--- config.mk ---
export PLATFORM = sky130hd
export DESIGN_NAME = int_to_decimal_ascii_unit
export DESIGN_NICKNAME = d
export VERILOG_FILES = /design/src/hw/rtl/i2da_pkg.sv /design/src/hw/rtl/int_to_decimal_ascii_unit.sv
export SDC_FILE = /design/constraint.sdc
export NUM_CORES = 1
export LEC_CHECK = 0
export BUFFER_PORTS_ARGS = -buffer_cell sky130_fd_sc_hd__buf_2
export CAP_MARGIN = 20
export CORE_MARGIN = 4
export CORE_UTILIZATION = 65
export DETAILED_ROUTE_END_ITERATION = 16
export GPL_TIMING_DRIVEN = 1
export PLACE_DENSITY = 0.9
export SETUP_SLACK_MARGIN = 0.4
export SYNTH_ARGS = -nofsm -noshare
export SYNTH_HDL_FRONTEND = slang
export SYNTH_SLANG_ARGS = --single-unit
--- constraint.sdc ---
create_clock -name clk -period 9.55 [get_ports clk]
set_input_delay 0.955 -clock clk [delete_from_list [all_inputs] [get_ports clk]]
set_output_delay 0.955 -clock clk [all_outputs]
set_load 0.01 [all_outputs]
--- src/hw/rtl/i2da_pkg.sv ---
// ----------------------------------------------------------------------------
// i2da_pkg
// Shared constants and types for the integer to decimal ASCII unit.
// ----------------------------------------------------------------------------
package i2da_pkg;

	localparam int VALUE_BITS     = 32;
	localparam int IN_DATA_BITS   = ((VALUE_BITS + 7) / 8) * 8;
	localparam int CHAR_BITS      = 8;
	localparam int DAB_STAGES     = 4;
	localparam int STEP_BITS      = VALUE_BITS / DAB_STAGES;
	localparam int LAST_STEP_BITS = VALUE_BITS - (DAB_STAGES - 1) * STEP_BITS;
	localparam int DIGITS         = ((VALUE_BITS - 1) * 1233) / 4096 + 1;
	localparam int BCD_BITS       = DIGITS * 4;
	localparam int IDX_BITS       = (DIGITS > 1) ? $clog2(DIGITS) : 1;

	localparam logic [CHAR_BITS-1:0] DIGIT_BASE = 8'h30;
	localparam logic [CHAR_BITS-1:0] MINUS_CODE = 8'h2D;

	typedef struct packed {
		logic                  neg;
		logic [BCD_BITS-1:0]   bcd;
		logic [VALUE_BITS-1:0] bin;
	} dab_t;

endpackage

--- src/hw/rtl/int_to_decimal_ascii_unit.sv ---
// ----------------------------------------------------------------------------
// int_to_decimal_ascii_unit
// Converts signed integers to decimal ASCII text, one character per word.
// ----------------------------------------------------------------------------
// Pipeline: an input word passes one magnitude stage, four shift-add-3 stages
//   and one character register before its first character can be taken.
// Throughput: one character per cycle while m_axis_tready is high; a number
//   of n characters (1 to 11) is sent as n words by the single serializer.
// Reset: arst_n clears all valid bits and the serializer; no words in flight.
module int_to_decimal_ascii_unit (
	input  logic                                clk,
	input  logic                                arst_n,
	input  logic                                s_axis_tvalid,
	output logic                                s_axis_tready,
	input  logic [i2da_pkg::IN_DATA_BITS-1:0]   s_axis_tdata,  // value
	output logic                                m_axis_tvalid,
	input  logic                                m_axis_tready,
	output logic [i2da_pkg::CHAR_BITS-1:0]      m_axis_tdata,  // char_code
	output logic                                m_axis_tlast
);
	import i2da_pkg::*;

	function automatic dab_t dab_group(input dab_t d, input bit last_group);
		dab_t r;
		r = d;
		for (int s = 0; s < LAST_STEP_BITS; s++) begin
			if (last_group || (s < STEP_BITS)) begin
				for (int i = 0; i < DIGITS; i++) begin
					if (r.bcd[i*4 +: 4] >= 4'd5)
						r.bcd[i*4 +: 4] = r.bcd[i*4 +: 4] + 4'd3;
				end
				{r.bcd, r.bin} = {r.bcd[BCD_BITS-2:0], r.bin, 1'b0};
			end
		end
		return r;
	endfunction

	dab_t                  stage_s [DAB_STAGES+1];
	logic                  valid_s [DAB_STAGES+1];
	logic                  adv     [DAB_STAGES+2];

	logic [VALUE_BITS-1:0] raw;
	logic                  raw_neg;

	logic [BCD_BITS-1:0]   digits_q;
	logic                  neg_q;
	logic [IDX_BITS-1:0]   idx_q;
	logic                  busy_q;
	logic                  out_fire;
	logic                  finish;
	logic                  load;
	logic [IDX_BITS-1:0]   msd;
	logic [3:0]            cur_digit;

	assign raw     = s_axis_tdata[VALUE_BITS-1:0];
	assign raw_neg = raw[VALUE_BITS-1];

	assign out_fire = m_axis_tvalid && m_axis_tready;
	assign finish   = out_fire && !neg_q && (idx_q == '0);
	assign load     = valid_s[DAB_STAGES] && (!busy_q || finish);

	always_comb begin
		adv[DAB_STAGES+1] = load;
		for (int k = DAB_STAGES; k >= 0; k--)
			adv[k] = !valid_s[k] || adv[k+1];
	end

	assign s_axis_tready = adv[0];

	always_ff @(posedge clk or negedge arst_n) begin
		if (!arst_n) begin
			for (int k = 0; k <= DAB_STAGES; k++)
				valid_s[k] <= 1'b0;
		end else begin
			if (adv[0])
				valid_s[0] <= s_axis_tvalid;
			for (int k = 1; k <= DAB_STAGES; k++) begin
				if (adv[k])
					valid_s[k] <= valid_s[k-1];
			end
		end
	end

	always_ff @(posedge clk) begin
		if (adv[0] && s_axis_tvalid) begin
			stage_s[0].neg <= raw_neg;
			stage_s[0].bcd <= '0;
			stage_s[0].bin <= raw_neg ? (~raw + 1'b1) : raw;
		end
		for (int k = 1; k <= DAB_STAGES; k++) begin
			if (adv[k] && valid_s[k-1])
				stage_s[k] <= dab_group(stage_s[k-1], (k == DAB_STAGES));
		end
	end

	always_comb begin
		msd = '0;
		for (int i = 0; i < DIGITS; i++) begin
			if (stage_s[DAB_STAGES].bcd[i*4 +: 4] != 4'd0)
				msd = IDX_BITS'(i);
		end
	end

	always_ff @(posedge clk or negedge arst_n) begin
		if (!arst_n) begin
			busy_q <= 1'b0;
			neg_q  <= 1'b0;
			idx_q  <= '0;
		end else if (load) begin
			busy_q <= 1'b1;
			neg_q  <= stage_s[DAB_STAGES].neg;
			idx_q  <= msd;
		end else if (out_fire) begin
			if (neg_q)
				neg_q <= 1'b0;
			else if (idx_q == '0)
				busy_q <= 1'b0;
			else
				idx_q <= idx_q - 1'b1;
		end
	end

	always_ff @(posedge clk) begin
		if (load)
			digits_q <= stage_s[DAB_STAGES].bcd;
	end

	assign cur_digit     = digits_q[idx_q*4 +: 4];
	assign m_axis_tvalid = busy_q;
	assign m_axis_tdata  = neg_q ? MINUS_CODE : (DIGIT_BASE + CHAR_BITS'(cur_digit));
	assign m_axis_tlast  = !neg_q && (idx_q == '0);

	a_minus_not_last: assert property (@(posedge clk) disable iff (!arst_n)
		m_axis_tvalid && neg_q |-> !m_axis_tlast)
		else $error("minus sign flagged as last character");

	a_digit_range: assert property (@(posedge clk) disable iff (!arst_n)
		m_axis_tvalid && !neg_q |-> cur_digit <= 4'd9)
		else $error("non-decimal digit on output");

	a_idx_range: assert property (@(posedge clk) disable iff (!arst_n)
		busy_q |-> idx_q < IDX_BITS'(DIGITS))
		else $error("digit index out of range");

	a_hold_busy: assert property (@(posedge clk) disable iff (!arst_n)
		busy_q && !out_fire |=> busy_q && $stable(idx_q) && $stable(neg_q))
		else $error("serializer moved without a taken word");

	a_no_drop: assert property (@(posedge clk) disable iff (!arst_n)
		valid_s[DAB_STAGES] && !load |=> valid_s[DAB_STAGES])
		else $error("converted number dropped");

endmodule

==> flow_summary.yaml <==
yosys:
  synth_seq_cells: 238
  yosysWarnings: 0
  synth_area_um2: 27300
  seq_area_frac_synth_pct: 25.9
  async_flop_share_pct: 4.62
  syn_area_per_cell_um2: 8.32
  synth_area_leaders: "edfxtp_1, ha_1, a21oi_1, o21ai_0, nand2_1"
  yosys.cell_types.count: 136
  synth_flop_cell: "edfxtp_1"
  syn_inst: 3286
  synth_largest_area_cell: "edfxtp_1"
  synth_top_area_share_pct: 24.9
  synth-edff-count: 227
die:
  io_pins: 47
  core_area_um2: 41200
  die_w_um: 213
  rows: 74
  die_y_um: 213
  start_util_pct: 66.4
  dieArea_um2: 45400
clock_network:
  clk_pin_slew_ns: 0.07
  ctsHoldBuffers: 0
  clkSinkCount: 238
  clock_path_buffers: 3
  clock-root-buffer: "clkbuf_16"
  cts_made_buffers: 26
  cts_tree: "done"
  post-cts-setup-buffers: 0
  post_cts_resize_count: 0
  htree_levels: 1
  clock_latency_ns: 0.58
worst_setup_path:
  crit_slowest_cell: "edfxtp_1"
  r2r_cells: 33
  cp.required_ns: 9.84
  r2r-start: "stage_s[0][271]"
  crit_type: "reg2reg"
  cpPeakStageDelay_ns: 0.47
  path_max_fanout: 14
  timing.reg2reg.setup_slack_ns: 1.83
  r2r-end: "stage_s[0][362]"
  cp-end-kind: "register"
  startpoint_type: "register"
  arrival_ns: 8.01
  crit_path_frequent_cell: "a21oi_1"
timing:
  layout_setup_ws_ns: 1.83
  finalCritPeriodShare_pct: 80.9
  skew_ns: 0.0416
  worstMarginPinSlew_ns: 1.15
  setup_viol: 0
  drv_slew: 0
  setup-tns-final_ns: 0
  fin_crit_ns: 7.72
  clock.fmax_mhz: 129
  grt_setup_unrepaired: "no"
  fin_hold_ws_ns: 0.286
  slew_headroom_pct: 22.6
  hold_viol_final: 0
grt:
  busiest_layer: "met2"
  use_met2_pct: 48.5
  met1_usage_pct: 30.9
  grt_use_met3_pct: 2.45
  first_global_vias: 23730
  grt_antenna_before_repair: 0
  grt_first_pass_wirelength_um: 103000
  grt_use_total_pct: 25.5
  grt_overflow: 0
  grt_max_degree: 45
detailed_routing:
  first_pass_iters: 6
  post_drt_wl_per_cell_um: 15.9
  routed_wl_um: 60800
  drc_errors: 0
  avgViaCountPerCell: 6.66
  vias: 25477
  ant_nets: 0
  drtIter0Drc: 2323
layout:
  final_common_cell: "nand2_1"
  drive_gt1_share_pct: 10.5
  postLayoutCoreUtil_pct: 69.9
  diodes: 0
  area_delta_synth_final_pct: 5.29
  layout_common_cells: "nand2_1, nor2_1, a21oi_1"
  fill_cells: 3043
  layout.nets: 3449
placement:
  io_buffers: 43
  pre_cts_ws_ns: 2.01
  gp_congestion: 0.876
  hpwlAfterDp_um: 45800
flow_run:
  drv_cap: 0
status:
  outcome: "finished clean"
min_path:
  min_path_type: "in2async"
-- cells by family (layout without fill, tap and decap cells) --
kind of cell | count (synthesis) | count (layout) | share of synthesized area (%)
other | 2 | 3 | 0.0275
buffers and inverters | 305 | 311 | 4.46
muxes | 155 | 155 | 6.58
xor gates and xnor gates | 150 | 150 | 5.23
and+or+nand+nor | 1076 | 1076 | 19.6
adders and majority gates | 145 | 145 | 6.59
DFF | 238 | 238 | 25.9
AOI/OAI and AO/OA | 1215 | 1215 | 31.6
-- critical path, delay by kind of cell (launching register included) --
kind	cells	cell delay, ns
AO/OA/AOI/OAI	14	2.72
AND/OR/NAND/NOR	8	1.44
adder cells (fa/ha/maj)	5	1.27
flip-flops	1	0.47
XOR/XNOR	2	0.81
buffers and inverters	2	0.16
multiplexers	2	0.53
-- per-stage QoR --
| step | instances | instance area [um2] |
|---|---|---|
| floorplan | 3287 | 27300 |
| global placement | 3776 | 27900 |
| detailed placement | 3776 | 27900 |
| CTS | 3824 | 28800 |
| global route | 3825 | 28800 |
| finish | 3825 | 28800 |
-- synthesized netlist by cell type (17+ instances only) --
cell type and n:
and3_1 31, and2_1 54, nor2_1 261, a31oi_1 41
o22ai_1 39, mux2i_1 85, xnor2_1 106, o21ai_1 40
o31ai_1 23, o211ai_1 62, nor2b_1 32, a21o_1 56
xor2_1 31, or2_2 32, mux2_2 47, nand3_1 80
edfxtp_1 227, o21bai_1 26, nand2_1 270, a21oi_1 240
or3_1 35, o21a_1 49, nor4_1 20, or2_1 17
inv_1 188, o21ai_0 210, clkbuf_1 59, o31a_1 23
a211oi_1 66, buf_2 23, nor3_1 88, ha_1 140
nand2b_1 71
-- flip-flops by register name (all words and copies together), names as in the netlist --
signal         cells
digits_q          40
idx_q              4
m_axis_tvalid      1
neg_q              1
stage_s          187
valid_s            5
-- area by class of cell --
cell class | count | area (um2) | area share, %
inverters | 208 | 786 | 2.73
clock inverters | 20 | 228 | 0.791
well taps | 532 | 666 | 2.31
flip-flops and latches | 238 | 7090 | 24.6
repair buffers | 55 | 303 | 1.05
multi-input cells | 2744 | 19100 | 66.2
clock buffers | 28 | 658 | 2.29
-- layer usage --
metal  share of wire (%)  up-vias
met5                   0        -
met4                 2.1        0
met3                 4.3      130
met1                  42    12025
met2                  51      783
li1                    -    12539
-- how the worst max path moves through the flow --
stage	startpoint	end	slack, ns	cells after the start
2_1_floorplan	stage_s[0][178]	stage_s[0][258]	2.81	34
3_3_place_gp	stage_s[0][109]	stage_s[0][196]	2.46	34
3_5_place_dp	stage_s[0][271]	stage_s[0][361]	2.01	33
4_1_cts	stage_s[0][271]	stage_s[0][361]	1.91	33
5_1_grt	stage_s[0][271]	stage_s[0][362]	1.10	34
6_report	stage_s[0][271]	stage_s[0][362]	1.83	33
Power is not shown: default switching activity piles up to over one toggle a cycle in this logic, so the estimate is an artifact.
